### src/design/twg_pkg.sv
// Shared types, constants and the divide-by-255 helper for the waveform generator.
// No dependencies; used by twg_sample, twg_period and the top level.
`default_nettype none

package twg_pkg;

   // wave_select codes
   localparam logic [2:0] WAVE_SINE     = 3'd1;
   localparam logic [2:0] WAVE_RAMP     = 3'd2;
   localparam logic [2:0] WAVE_TRIANGLE = 3'd3;
   localparam logic [2:0] WAVE_SQUARE   = 3'd4;
   localparam logic [2:0] WAVE_RESET    = WAVE_SINE;

   localparam logic [7:0] MIDSCALE = 8'h80;

   // period limits
   localparam int SineHi   = 133332;
   localparam int SineLo   = 132;
   localparam int RampHi   = 99999;
   localparam int RampLo   = 99;
   localparam int SquareHi = 799999;
   localparam int SquareLo = 799;

   // span / 255 split into quotient and remainder so that
   // span * level / 255 = level * Q + level * R / 255 exactly
   localparam int SineQ   = (SineHi - SineLo) / 255;
   localparam int SineR   = (SineHi - SineLo) % 255;
   localparam int RampQ   = (RampHi - RampLo) / 255;
   localparam int RampR   = (RampHi - RampLo) % 255;
   localparam int SquareQ = (SquareHi - SquareLo) / 255;
   localparam int SquareR = (SquareHi - SquareLo) % 255;

   // filter band thresholds
   localparam logic [19:0] SINE_BAND1 = 20'd3366;
   localparam logic [19:0] SINE_BAND2 = 20'd336;
   localparam logic [19:0] SINE_BAND3 = 20'd132;
   localparam logic [19:0] RAMP_BAND1 = 20'd2524;
   localparam logic [19:0] RAMP_BAND2 = 20'd252;
   localparam logic [19:0] RAMP_BAND3 = 20'd99;

   localparam logic [19:0] PERIOD_RESET = 20'd15999;

   typedef struct packed {
      logic [3:0] twelve;
      logic [3:0] sixteen;
      logic       two;
   } idx_type;

   // floor(x / 255), exact for x below 65280
   function automatic logic [7:0] div255(input logic [15:0] x);
      logic [16:0] t;
      t = {1'b0, x} + {9'd0, x[15:8]} + 17'd1;
      return t[15:8];
   endfunction

endpackage

`default_nettype wire

### src/design/twg_sample.sv
// Table lookup and amplitude scaling of the DAC sample.
// Depends on twg_pkg (wave codes, idx_type, div255).
`default_nettype none

module twg_sample (
   input  wire logic [2:0]       wave,
   input  wire twg_pkg::idx_type idx,
   input  wire logic [7:0]       level,
   output logic [7:0]            dac
);

   function automatic logic [7:0] sine_at(input logic [3:0] i);
      case (i)
         4'd0:    return 8'h80;
         4'd1:    return 8'hC0;
         4'd2:    return 8'hEE;
         4'd3:    return 8'hFF;
         4'd4:    return 8'hEE;
         4'd5:    return 8'hC0;
         4'd6:    return 8'h80;
         4'd7:    return 8'h40;
         4'd8:    return 8'h12;
         4'd9:    return 8'h00;
         4'd10:   return 8'h12;
         4'd11:   return 8'h40;
         default: return 8'h80;
      endcase
   endfunction

   function automatic logic [7:0] tri_at(input logic [3:0] i);
      case (i)
         4'd0:    return 8'h80;
         4'd1:    return 8'hAB;
         4'd2:    return 8'hD5;
         4'd3:    return 8'hFF;
         4'd4:    return 8'hD5;
         4'd5:    return 8'hAB;
         4'd6:    return 8'h80;
         4'd7:    return 8'h55;
         4'd8:    return 8'h2B;
         4'd9:    return 8'h00;
         4'd10:   return 8'h2B;
         4'd11:   return 8'h55;
         default: return 8'h80;
      endcase
   endfunction

   logic [7:0]  sample;
   logic        known;
   logic [7:0]  diff;
   logic [15:0] prod;
   logic [7:0]  mag;

   always_comb begin
      known  = 1'b1;
      sample = twg_pkg::MIDSCALE;
      case (wave)
         twg_pkg::WAVE_SINE:     sample = sine_at(idx.twelve);
         twg_pkg::WAVE_RAMP:     sample = {idx.sixteen, 4'h0};
         twg_pkg::WAVE_TRIANGLE: sample = tri_at(idx.twelve);
         twg_pkg::WAVE_SQUARE:   sample = {8{idx.two}};
         default:                known  = 1'b0;
      endcase

      if (sample >= twg_pkg::MIDSCALE) begin
         diff = sample - twg_pkg::MIDSCALE;
      end else begin
         diff = twg_pkg::MIDSCALE - sample;
      end
      prod = {8'd0, diff} * {8'd0, level};
      mag  = twg_pkg::div255(prod);

      if (!known) begin
         dac = twg_pkg::MIDSCALE;
      end else if (sample >= twg_pkg::MIDSCALE) begin
         dac = twg_pkg::MIDSCALE + mag;
      end else begin
         dac = twg_pkg::MIDSCALE - mag;
      end
   end

endmodule

`default_nettype wire

### src/design/twg_period.sv
// Timer period from a level, and filter band choice from the current period.
// Depends on twg_pkg (wave codes, limits, band thresholds, div255).
`default_nettype none

module twg_period (
   input  wire logic [2:0]  wave,
   input  wire logic [7:0]  level,
   input  wire logic [19:0] period_now,
   input  wire logic [1:0]  band_now,
   output logic [19:0]      period_calc,
   output logic [1:0]       band_next
);

   function automatic logic [1:0] pick_band(input logic [19:0] t, input logic [19:0] top,
                                            input logic [19:0] b1, input logic [19:0] b2,
                                            input logic [19:0] b3, input logic [1:0] keep);
      if (t <= top && t >= b1) return 2'd1;
      if (t < b1 && t >= b2)   return 2'd2;
      if (t < b2 && t >= b3)   return 2'd3;
      return keep;
   endfunction

   logic [19:0] lo;
   logic [11:0] quo;
   logic [7:0]  rem;
   logic [19:0] coarse;
   logic [15:0] fine_prod;
   logic [7:0]  fine;

   always_comb begin
      lo  = 20'(twg_pkg::SquareLo);
      quo = 12'(twg_pkg::SquareQ);
      rem = 8'(twg_pkg::SquareR);
      case (wave)
         twg_pkg::WAVE_SINE, twg_pkg::WAVE_TRIANGLE: begin
            lo  = 20'(twg_pkg::SineLo);
            quo = 12'(twg_pkg::SineQ);
            rem = 8'(twg_pkg::SineR);
         end
         twg_pkg::WAVE_RAMP: begin
            lo  = 20'(twg_pkg::RampLo);
            quo = 12'(twg_pkg::RampQ);
            rem = 8'(twg_pkg::RampR);
         end
         default: ;
      endcase

      coarse      = {12'd0, level} * {8'd0, quo};
      fine_prod   = {8'd0, level} * {8'd0, rem};
      fine        = twg_pkg::div255(fine_prod);
      period_calc = lo + coarse + {12'd0, fine};

      case (wave)
         twg_pkg::WAVE_SINE, twg_pkg::WAVE_TRIANGLE:
            band_next = pick_band(period_now, 20'(twg_pkg::SineHi), twg_pkg::SINE_BAND1,
                                  twg_pkg::SINE_BAND2, twg_pkg::SINE_BAND3, band_now);
         twg_pkg::WAVE_RAMP:
            band_next = pick_band(period_now, 20'(twg_pkg::RampHi), twg_pkg::RAMP_BAND1,
                                  twg_pkg::RAMP_BAND2, twg_pkg::RAMP_BAND3, band_now);
         default:
            band_next = 2'd0;
      endcase
   end

endmodule

`default_nettype wire

### src/design/table_waveform_generator.sv
// Top level of the table waveform generator: handshakes, state and result register.
// Depends on twg_pkg, twg_sample and twg_period.
//
//  channel | direction | handshake           | payload
//  --------+-----------+---------------------+------------------------------------------
//  req_    | in        | valid / stall (out) | pot[7:0], sw1_pressed, sw2_pressed
//  rsp_    | out       | valid / stall (in)  | dac_value[7:0], tick_period[19:0],
//          |           |                     | filter_band[1:0]
//  csr_    | in        | valid / ready (out) | wave_select[2:0]
//
// One beat per clock in both directions while neither side stalls; a request beat
// passes the input register, then the result register, on its way to the result port.
// All per-beat work is one pass of combinational logic between those two registers;
// the widest path is the 8x12 period multiply plus its add.
// Reset is synchronous, active high; it empties both registers and restores the state.
// A stalled result holds the result register; the input register still takes one more
// beat, and only then is req_stall raised. csr_ready is always high; the user must
// write wave_select only while the block is idle, which the block does not enforce.
`default_nettype none

module table_waveform_generator (
   input  wire logic        clock,
   input  wire logic        reset,

   input  wire logic        req_valid,
   output logic             req_stall,
   input  wire logic [7:0]  req_pot,
   input  wire logic        req_sw1_pressed,
   input  wire logic        req_sw2_pressed,

   output logic             rsp_valid,
   input  wire logic        rsp_stall,
   output logic [7:0]       rsp_dac_value,
   output logic [19:0]      rsp_tick_period,
   output logic [1:0]       rsp_filter_band,

   input  wire logic        csr_valid,
   output logic             csr_ready,
   input  wire logic [2:0]  csr_wave_select
);

   // configuration
   logic [2:0]  wave_ff, wave_in;

   // input register
   logic        in_valid_ff, in_valid_in;
   logic [7:0]  pot_ff;
   logic        sw1_ff, sw2_ff;

   // generator state
   twg_pkg::idx_type idx_ff, idx_in;
   logic [7:0]  amp_ff, amp_in;
   logic [7:0]  freq_ff, freq_in;
   logic        mode_ff, mode_in;     // 1: pot adjusts frequency
   logic [19:0] period_ff, period_in; // doubles as the result's period field
   logic [1:0]  band_ff, band_in;     // doubles as the result's band field

   // result register
   logic        out_valid_ff, out_valid_in;
   logic [7:0]  dac_ff;

   logic        req_take;
   logic        rsp_take;
   logic        advance;
   logic        wave_known;
   logic        period_update;
   logic [7:0]  scale_level;
   logic [7:0]  period_level;
   logic [7:0]  dac_calc;
   logic [19:0] period_calc;
   logic [1:0]  band_next;

   assign csr_ready = 1'b1;

   // the beat in the input register moves on when the result register is free
   // or is being emptied in this cycle
   assign advance   = in_valid_ff && (!out_valid_ff || !rsp_stall);
   assign req_stall = in_valid_ff && out_valid_ff && rsp_stall;
   assign req_take  = req_valid && !req_stall;
   assign rsp_take  = out_valid_ff && !rsp_stall;

   assign rsp_valid       = out_valid_ff;
   assign rsp_dac_value   = dac_ff;
   assign rsp_tick_period = period_ff;
   assign rsp_filter_band = band_ff;

   twg_sample u_sample (
      .wave  (wave_ff),
      .idx   (idx_in),
      .level (scale_level),
      .dac   (dac_calc)
   );

   twg_period u_period (
      .wave        (wave_ff),
      .level       (period_level),
      .period_now  (period_ff),
      .band_now    (band_ff),
      .period_calc (period_calc),
      .band_next   (band_next)
   );

   always_comb begin
      wave_in = wave_ff;
      if (csr_valid && csr_ready) begin
         wave_in = csr_wave_select;
      end

      in_valid_in = in_valid_ff;
      if (req_take) begin
         in_valid_in = 1'b1;
      end else if (advance) begin
         in_valid_in = 1'b0;
      end

      out_valid_in = out_valid_ff;
      if (advance) begin
         out_valid_in = 1'b1;
      end else if (rsp_take) begin
         out_valid_in = 1'b0;
      end

      // sw2 wins when both are pressed; neither holds the mode
      mode_in = mode_ff;
      if (sw2_ff) begin
         mode_in = 1'b1;
      end else if (sw1_ff) begin
         mode_in = 1'b0;
      end

      // every index steps before use; the twelve-entry one also wraps from stray values
      idx_in.twelve  = (idx_ff.twelve >= 4'd11) ? 4'd0 : idx_ff.twelve + 4'd1;
      idx_in.sixteen = idx_ff.sixteen + 4'd1;
      idx_in.two     = ~idx_ff.two;

      case (wave_ff)
         twg_pkg::WAVE_SINE, twg_pkg::WAVE_RAMP,
         twg_pkg::WAVE_TRIANGLE, twg_pkg::WAVE_SQUARE: wave_known = 1'b1;
         default:                                      wave_known = 1'b0;
      endcase

      if (mode_in) begin
         amp_in        = amp_ff;
         freq_in       = pot_ff;
         scale_level   = amp_ff;
         period_level  = pot_ff;
         period_update = wave_known;
      end else begin
         amp_in        = pot_ff;
         freq_in       = freq_ff;
         scale_level   = pot_ff;
         period_level  = freq_ff;
         period_update = wave_known && (freq_ff != 8'd0);
      end

      period_in = period_update ? period_calc : period_ff;
      band_in   = band_next;
   end

   always_ff @(posedge clock) begin
      if (reset) begin
         wave_ff      <= twg_pkg::WAVE_RESET;
         in_valid_ff  <= 1'b0;
         out_valid_ff <= 1'b0;
         idx_ff       <= '0;
         amp_ff       <= 8'd0;
         freq_ff      <= 8'd0;
         mode_ff      <= 1'b0;
         period_ff    <= twg_pkg::PERIOD_RESET;
         band_ff      <= 2'd0;
      end else begin
         wave_ff      <= wave_in;
         in_valid_ff  <= in_valid_in;
         out_valid_ff <= out_valid_in;
         if (advance) begin
            idx_ff    <= idx_in;
            amp_ff    <= amp_in;
            freq_ff   <= freq_in;
            mode_ff   <= mode_in;
            period_ff <= period_in;
            band_ff   <= band_in;
         end
      end
   end

   // payload registers, no reset
   always_ff @(posedge clock) begin
      if (req_take) begin
         pot_ff <= req_pot;
         sw1_ff <= req_sw1_pressed;
         sw2_ff <= req_sw2_pressed;
      end
      if (advance) begin
         dac_ff <= dac_calc;
      end
   end

endmodule

`default_nettype wire

### config.mk
export PLATFORM = sky130hd
export DESIGN_NAME = table_waveform_generator
export DESIGN_NICKNAME = d
export VERILOG_FILES = /design/src/design/twg_pkg.sv /design/src/design/twg_sample.sv /design/src/design/twg_period.sv /design/src/design/table_waveform_generator.sv
export SDC_FILE = /design/constraint.sdc
export NUM_CORES = 1
export LEC_CHECK = 0
export ABC_AREA = 1
export ABC_CLOCK_PERIOD_IN_PS = 14900
export BUFFER_PORTS_ARGS = -buffer_cell sky130_fd_sc_hd__buf_2
export CAP_MARGIN = 20
export CORE_ASPECT_RATIO = 1.4
export CORE_MARGIN = 3
export CORE_UTILIZATION = 58
export CTS_BUF_LIST = sky130_fd_sc_hd__clkbuf_2 sky130_fd_sc_hd__clkbuf_4 sky130_fd_sc_hd__clkbuf_8
export DETAILED_ROUTE_END_ITERATION = 6
export GPL_TIMING_DRIVEN = 0
export HOLD_SLACK_MARGIN = 0.05
export PLACE_DENSITY = 0.76
export SETUP_SLACK_MARGIN = 0.4
export SLEW_MARGIN = 25
export SYNTH_ARGS = -nofsm -noshare
export SYNTH_HDL_FRONTEND = slang
export SYNTH_SLANG_ARGS = --single-unit
export TNS_END_PERCENT = 1
### constraint.sdc
create_clock -name clock -period 14.9 [get_ports clock]
set_input_delay 0.745 -clock clock [delete_from_list [all_inputs] [get_ports clock]]
set_output_delay 0.745 -clock clock [all_outputs]
set_load 0.005 [all_outputs]
==> results by group, run 1 <==
Floorplan
  • Io pins: 51
  • Full die area: roughly 22000 um2
  • Row cnt: 61
  • Initial Util: 0.595
  • Die Width: 127 um
  • Die Y: 175 um
  • CORE AREA: between 15000 and 20000 um2

Route
  • Final ANT Viol Nets: 0
  • Drt drc: 0
  • Drt initial violations: 560
  • Vias post-DR: 10400
  • DR WL/cell: 15.0 um
  • Via density per instance: 5.46
  • TritonRoute pass-1 iters: 5
  • Final wirelength: 28500 um

Placement
  • Placer congestion estimate: 0.918
  • HPWL after DPL: 24400 um
  • Port bufs: 48

Synth
  • Share of async-settable or async-resettable flops after synthesis: 0
  • Post-synth EDFFs: 18
  • Seq/Total Area, Yosys: 0.135
  • Yosys warns: 0
  • Post-Synthesis Cell Area: between 10000 and 15000 um2
  • Yosys top cell by area: fa_1
  • Post-synth top cells: inv_1, nand2_1, ha_1
  • Yosys cell types: 56
  • Number of synthesized register bits: 71
  • Main flop type after synthesis: dfxtp_1
  • Top-area cell type share of the netlist area: 0.216
  • Syn_area_per_cell: 7.49 um2
  • Most common cell in the netlist: inv_1
  • Top cells by area, synth: fa_1, ha_1, inv_1
  • Net Count, Synth: about 1900
  • Post-synthesis cell count: about 1600

Global routing
  • Gr usage total: 0.262
  • Vias in the first global route: 10400
  • Largest net degree at the start of global routing: 18
  • Initial antenna violation count: 0
  • GR Overflow Total: 0
  • First-pass GRT wire length: 47400 um

Critical path
  • CP arrival: 12.59 ns
  • R2R Setup Slk: approximately 2.6 ns
  • Worst setup EP type: flip-flop
  • Launching element type of the critical path: flip-flop
  • Crit-path max FO: 10
  • WS Path Type: flip-flop to flip-flop
  • CP max stage delay: 0.73 ns
  • Most frequent CP cell: inv_1
  • WP data required: between 15 and 20 ns
  • CP max-delay cell: o21ai_0

CTS
  • Clock Tree Buf Depth: 2
  • Clock Latency Late Sink: 0.38 ns
  • CTS tree: yes
  • CTS H-tree lvls: 3
  • Clock Pin Slew Worst Setup and Hold Paths: 0.09 ns
  • Cts bufs inserted: 9
  • Clock Root Buffer: clkbuf_8
  • Hold-fix buffers at CTS: 0
  • Setup Fix Bufs, Post-CTS: 0
  • CTS sink count: 71
  • Resize count post-CTS: 0

Timing
  • Final period util: 0.826
  • Worst slew margin: 0.418
  • Setup Viol. Count Final: 0
  • Hold Fails Final Rpt: 0
  • Final Skew: 0.0147 ns
  • Post-route minimum period: 12.31 ns
  • Max Transition Viols Final: 0
  • Tightest Pin Transition: 0.864 ns
  • RSZ-0062 raised after global routing: false
  • Post-Route Setup TNS: 0 ns
  • Max Fclk: 81.2 MHz

Flow run
  • Max-cap viol count: 0

Min path
  • HP Class: flip-flop to flip-flop

Run status
  • Status: finished clean

Final layout
  • Final Net Count: 1963
  • P&R area growth vs syn: 6.60%
  • Layout cells sized above 1: 0.0781
  • Core Util, Final: 0.634
  • ANT cells: 0
## state kept, by name, indices dropped and copies added, names as in the netlist
register,flops
sw1_ff,1
rsp_tick_period,20
pot_ff,8
idx_ff,9
rsp_filter_band,2
mode_ff,1
rsp_dac_value,8
amp_ff,8
in_valid_ff,1
sw2_ff,1
rsp_valid,1
wave_ff,3
freq_ff,8
## worst max-delay path: cells and delay by family (launching register included)
kind            cells  cell delay, ns
compound gates      9            2.39
xor+xnor            2            0.41
fa+ha+maj          12            5.24
buf+inv            17            1.76
flops               1            0.38
simple gates       17            2.01
## cells in the final DEF, fill, tap and decap left out, types with 3 or more instances in the layout
cell and count:
xnor2_1 12, o21ai_0 64, nor4_1 4, o21a_1 4, edfxtp_1 18, buf_1 3
nand2_1 251, nor2_2 7, xor2_2 3, xor2_1 21, o2111ai_1 3, dfxtp_1 53
o21ai_1 11, clkbuf_8 10, nand2_2 18, nand3_1 71, a211oi_1 7, clkinv_1 4
clkbuf_1 15, a21o_1 4, a21oi_1 86, ha_1 170, nor3_1 14, nand4_1 17
nor2_1 148, buf_2 49, o211ai_1 19, inv_1 377, fa_1 128, or2_2 5
o31ai_1 4, inv_2 13
## kinds of logic (layout without fill, tap and decap cells)
group	count (synthesis)	in the layout	share of synthesized area
AOI/OAI and AO/OA	218	218	0.108
xor gates and xnor gates	37	37	0.0307
adders and majority gates	298	298	0.394
buffers and inverters	415	479	0.132
DFF	71	71	0.135
other	1	1	0.000315
and+or+nand+nor	548	548	0.200
## through the flow
| stage | setup slack (ns) | instance area (um2) | hold slack, ns | std cells |
|---|---|---|---|---|
| 5_1_grt | 1.55 | 12700 | 0.485 | 1904 |
| 3_5_place_dp | 2.65 | 12400 | 0.441 | 1888 |
| 4_1_cts | 2.60 | 12700 | 0.456 | 1904 |
| 3_3_place_gp | 2.82 | 12400 | 0.435 | 1888 |
| 6_report | 2.59 | 12700 | 0.450 | 1904 |
| 2_1_floorplan | 4.33 | 11900 | 0.423 | 1588 |
## worst paths after layout
kind / start / endpoint / cells past startpoint
max: sw2_ff / rsp_tick_period[15] / 57
min: rsp_filter_band[0] / rsp_filter_band[0] / 2
max reg2reg: sw2_ff / rsp_tick_period[15] / 57
min reg2reg: rsp_filter_band[0] / rsp_filter_band[0] / 2
## layer usage
| layer | global-route usage | vias up | part of all wire |
|---|---|---|---|
| li1 | - | 5102 | - |
| met1 | 0.292 | 4951 | 0.39 |
| met2 | 0.504 | 256 | 0.54 |
| met3 | 0.0237 | 80 | 0.034 |
| met4 | 0.108 | 0 | 0.039 |
| met5 | 0 | - | 0 |
## cell type report
class	count	area [um2]
clock buffers	10	138
well taps	252	315
plain buffers	21	91.3
repair buffers	48	240
flip-flops and latches	71	1600
multi-input cells	1102	8720
fillers	1846	7320
inverters	394	1480
clock inverters	6	91.3
Power of run 1 is left out: the tool's default activity adds up to more than one toggle a clock period on the data nets, which glitch-free logic cannot reach.
==> inputs of run 2 (changes only) <==
--- a/config.mk
+++ b/config.mk
@@ -5,8 +5,8 @@
 export SDC_FILE = /design/constraint.sdc
 export NUM_CORES = 1
 export LEC_CHECK = 0
-export ABC_AREA = 1
-export ABC_CLOCK_PERIOD_IN_PS = 14900
+export ABC_AREA = 0
+export ABC_CLOCK_PERIOD_IN_PS = 12700
 export BUFFER_PORTS_ARGS = -buffer_cell sky130_fd_sc_hd__buf_2
 export CAP_MARGIN = 20
 export CORE_ASPECT_RATIO = 1.4
==> constraint.sdc (replaced) <==
create_clock -name clock -period 12.7 [get_ports clock]
set_input_delay 0.635 -clock clock [delete_from_list [all_inputs] [get_ports clock]]
set_output_delay 0.635 -clock clock [all_outputs]
set_load 0.005 [all_outputs]
==> run 2 against run 1 <==
  * Critical endpoint is now rsp_tick_period[14]
  * Synthesized cell count down 14%
  * Synthesized area down 1.4%
  * Sequential share of layout area rose by 0.061 points
==> results by group, run 2 <==
Critical path
  • WS Path Type: flip-flop to flip-flop (unchanged)
  • CP max stage delay: 0.54 ns (was 0.73 ns)
  • WP data required: 13.00 ns (was 15.18 ns)
  • CP max-delay cell: fa_1 (was o21ai_0)
  • Reg2reg end: rsp_tick_period[14] (was rsp_tick_period[15])
  • Launching element type of the critical path: flip-flop (unchanged)
  • Crit path buf inv count: 12 (was 17)
  • Worst setup EP type: flip-flop (unchanged)
  • Worst Reg-to-Reg Cells: 46 (was 57)
  • CP arrival: 11.88 ns (was 12.59 ns)
  • Crit-path max FO: 10 (unchanged)
  • Critical R2R Launch: sw1_ff (was sw2_ff)
  • CP top delay family: adder cells (unchanged)
  • R2R Setup Slk: 1.12 ns (was 2.59 ns)
  • Most frequent CP cell: inv_1 (unchanged)

Synth
  • Yosys cell types: 90 (was 56)
  • Syn_area_per_cell: 8.58 um2 (was 7.49 um2)
  • Post-synth EDFFs: 18 (unchanged)
  • Post-Synthesis Cell Area: 11700 um2 (was 11900 um2)
  • Top cells by area, synth: fa_1, ha_1, dfxtp_1 (was fa_1, ha_1, inv_1)
  • Seq/Total Area, Yosys: 0.137 (was 0.135)
  • Top-area cell type share of the netlist area: 0.219 (was 0.216)
  • Main flop type after synthesis: dfxtp_1 (unchanged)
  • Net Count, Synth: 1682 (was 1904)
  • Most common cell in the netlist: inv_1 (unchanged)
  • Number of synthesized register bits: 71 (unchanged)
  • Yosys warns: 0 (unchanged)
  • Share of async-settable or async-resettable flops after synthesis: 0 (unchanged)
  • Post-synthesis cell count: 1366 (was 1588)
  • Post-synth top cells: inv_1, ha_1, fa_1 (was inv_1, nand2_1, ha_1)
  • Yosys top cell by area: fa_1 (unchanged)

Pwr
  • Switching part of the total: 0.517
  • PwrDens: 159 nW/um2
  • Net Switching: 1040 uW
  • Seq pwr share: 0.139
  • Int Pwr: 969 uW
  • P_leak: 0.00635 uW
  • Clock power frac: 0.092
  • Combinational Power Share: 0.768
  • Max VDD drop: 128 uV

Timing
  • Hold Fails Final Rpt: 0 (unchanged)
  • Tightest Pin Transition: 1.02 ns (was 0.864 ns)
  • Post-route minimum period: 11.58 ns (was 12.31 ns)
  • Hold Slack: 0.424 ns (was 0.450 ns)
  • Setup Viol. Count Final: 0 (unchanged)
  • Worst slew margin: 0.316 (was 0.418)
  • Final Skew: 0.0165 ns (was 0.0147 ns)
  • Max Fclk: 86.4 MHz (was 81.2 MHz)
  • Final period util: 0.911 (was 0.826)
  • Max Transition Viols Final: 0 (unchanged)
  • RSZ-0062 raised after global routing: false (unchanged)

Route
  • Via density per instance: 5.88 (was 5.46)
  • TritonRoute pass-1 iters: 5 (unchanged)
  • Final wirelength: 28900 um (was 28500 um)
  • DR WL/cell: 17.2 um (was 15.0 um)
  • Vias post-DR: 9881 (was 10400)
  • Drt drc: 0 (unchanged)
  • Drt initial violations: 541 (was 560)
  • Final ANT Viol Nets: 0 (unchanged)

Final layout
  • Layout cells sized above 1: 0.0866 (was 0.0781)
  • Final Net Count: 1743 (was 1963)
  • P&R area growth vs syn: 7.55% (was 6.60%)
  • Fill count: 1678 (was 1846)
  • Most frequent cells in the layout: inv_1, ha_1, fa_1 (was inv_1, nand2_1, ha_1)
  • Finished Cell Area: 12600 um2 (was 12700 um2)
  • Max reg flops: 20 (unchanged)
  • Commonest non-fill, non-tap cell in the layout: inv_1 (unchanged)
  • ANT cells: 0 (unchanged)
  • Non-filler cells, final: 1680 (was 1904)

CTS
  • Cts bufs inserted: 9 (unchanged)
  • CTS H-tree lvls: 3 (unchanged)
  • Clock Pin Slew Worst Setup and Hold Paths: 0.10 ns (was 0.09 ns)
  • CTS sink count: 71 (unchanged)
  • Clock Latency Late Sink: 0.38 ns (about the same)
  • CTS tree: yes (unchanged)
  • Clock Tree Buf Depth: 2 (unchanged)
  • Clock Root Buffer: clkbuf_8 (unchanged)

Global routing
  • Vias in the first global route: 10200 (was 10400)
  • Initial antenna violation count: 0 (unchanged)
  • Gr usage total: 0.268 (was 0.262)
  • First-pass GRT wire length: 48200 um (was 47400 um)
  • Largest net degree at the start of global routing: 18 (unchanged)
  • GR Overflow Total: 0 (unchanged)

Floorplan
  • Full die area: 22000 um2 (was 22300 um2)
  • Io pins: 51 (unchanged)
  • Initial Util: 0.601 (was 0.595)
  • CORE AREA: 19500 um2 (was 20000 um2)
  • Die Width: 126 um (was 127 um)
  • Row cnt: 60 (was 61)
  • Die Y: 174 um (was 175 um)

Flow run
  • Max-cap viol count: 0 (unchanged)

Placement
  • Placer congestion estimate: 0.898 (was 0.918)
  • Port bufs: 48 (unchanged)
  • HPWL after DPL: 24400 um (about the same)
  • Placed Cells: 1662 (was 1888)
  • Post-DP Area: 12300 um2 (was 12400 um2)

Min path
  • HP Class: primary input to flip-flop (was flip-flop to flip-flop)
  • Hold EP: pot_ff[6] (was rsp_filter_band[0])
  • Hold path cells: 1 (was 2)
  • Hold Crit Start: req_pot[6] (was rsp_filter_band[0])

Run status
  • Status: finished clean (unchanged)
==> run 2: logic make-up after synthesis <==
family                     after synthesis  share of synthesized area
other                                    1                   0.000320
muxes                                   27                     0.0235
AOI/OAI and AO/OA                      248                      0.143
DFF                                     71                      0.137
and+or+nand+nor                        396                      0.164
xor gates and xnor gates                60                     0.0467
adders and majority gates              298                      0.400
buffers and inverters                  265                     0.0862
==> run 2: what timing repair did <==
item                                    4_1_cts  5_1_grt
hold endpoints to repair                      0        0
buffers inserted                              0        2
pin swaps                                     0        1
endpoints found under the setup margin        6       13
hold buffers                                  0        0
gates resized for setup                       7       23
==> run 2: worst max path at each step <==
stage                from             endpoint  slack, ns  depth (start not counted)
4_1_cts            sw1_ff  rsp_tick_period[19]       0.40                         44
3_5_place_dp       sw1_ff  rsp_tick_period[19]     -0.004                         44
6_report           sw1_ff  rsp_tick_period[14]       1.12                         46
2_1_floorplan      sw1_ff  rsp_tick_period[14]       1.72                         46
5_1_grt        wave_ff[1]  rsp_tick_period[14]       0.40                         44
3_3_place_gp       sw1_ff  rsp_tick_period[19]       0.10                         46
==> run 2: layout make-up <==
| type | instances | area, um2 | share of cell area |
|---|---|---|---|
| Tap cell | 248 | 310 | 0.0246 |
| Clock buffer | 9 | 124 | 0.00982 |
| Clock inverter | 7 | 68.8 | 0.00546 |
| Timing Repair Buffer | 50 | 255 | 0.0202 |
| Inverter | 234 | 878 | 0.0696 |
| Multi-Input combinational cell | 1030 | 9230 | 0.732 |
| Sequential cell | 71 | 1600 | 0.127 |
| Buffer | 31 | 146 | 0.0116 |
==> run 2: power groups by stage <==
stage	clock network (uW)	logic, uW	registers [uW]
6_report	185	1540	279
5_1_grt	197	1730	282
4_1_cts	185	1520	278
3_5_place_dp	0	1510	283
3_3_place_gp	0	1470	282
2_1_floorplan	0	1160	280
==> run 2: through the flow <==
stage	total power, uW	utilization	worst slack, ns	TNS, ns
2_1_floorplan	1440	-	1.72	0
3_3_place_gp	1750	0.629	0.102	0
3_5_place_dp	1790	0.629	-0.00438	-0.00438
4_1_cts	1980	0.640	0.403	0
5_1_grt	2210	0.646	0.398	0
6_report	2000	0.646	1.12	0
==> run 2: routing by layer <==
layer  track usage  part of all wire  up-vias
met5             0                 0        -
met4         0.123             0.043        0
met3        0.0255             0.036       89
met2         0.524              0.56      292
met1         0.284              0.36     4811
li1              -                 -     4689
No activity file was read; power rests on OpenSTA's default activity.
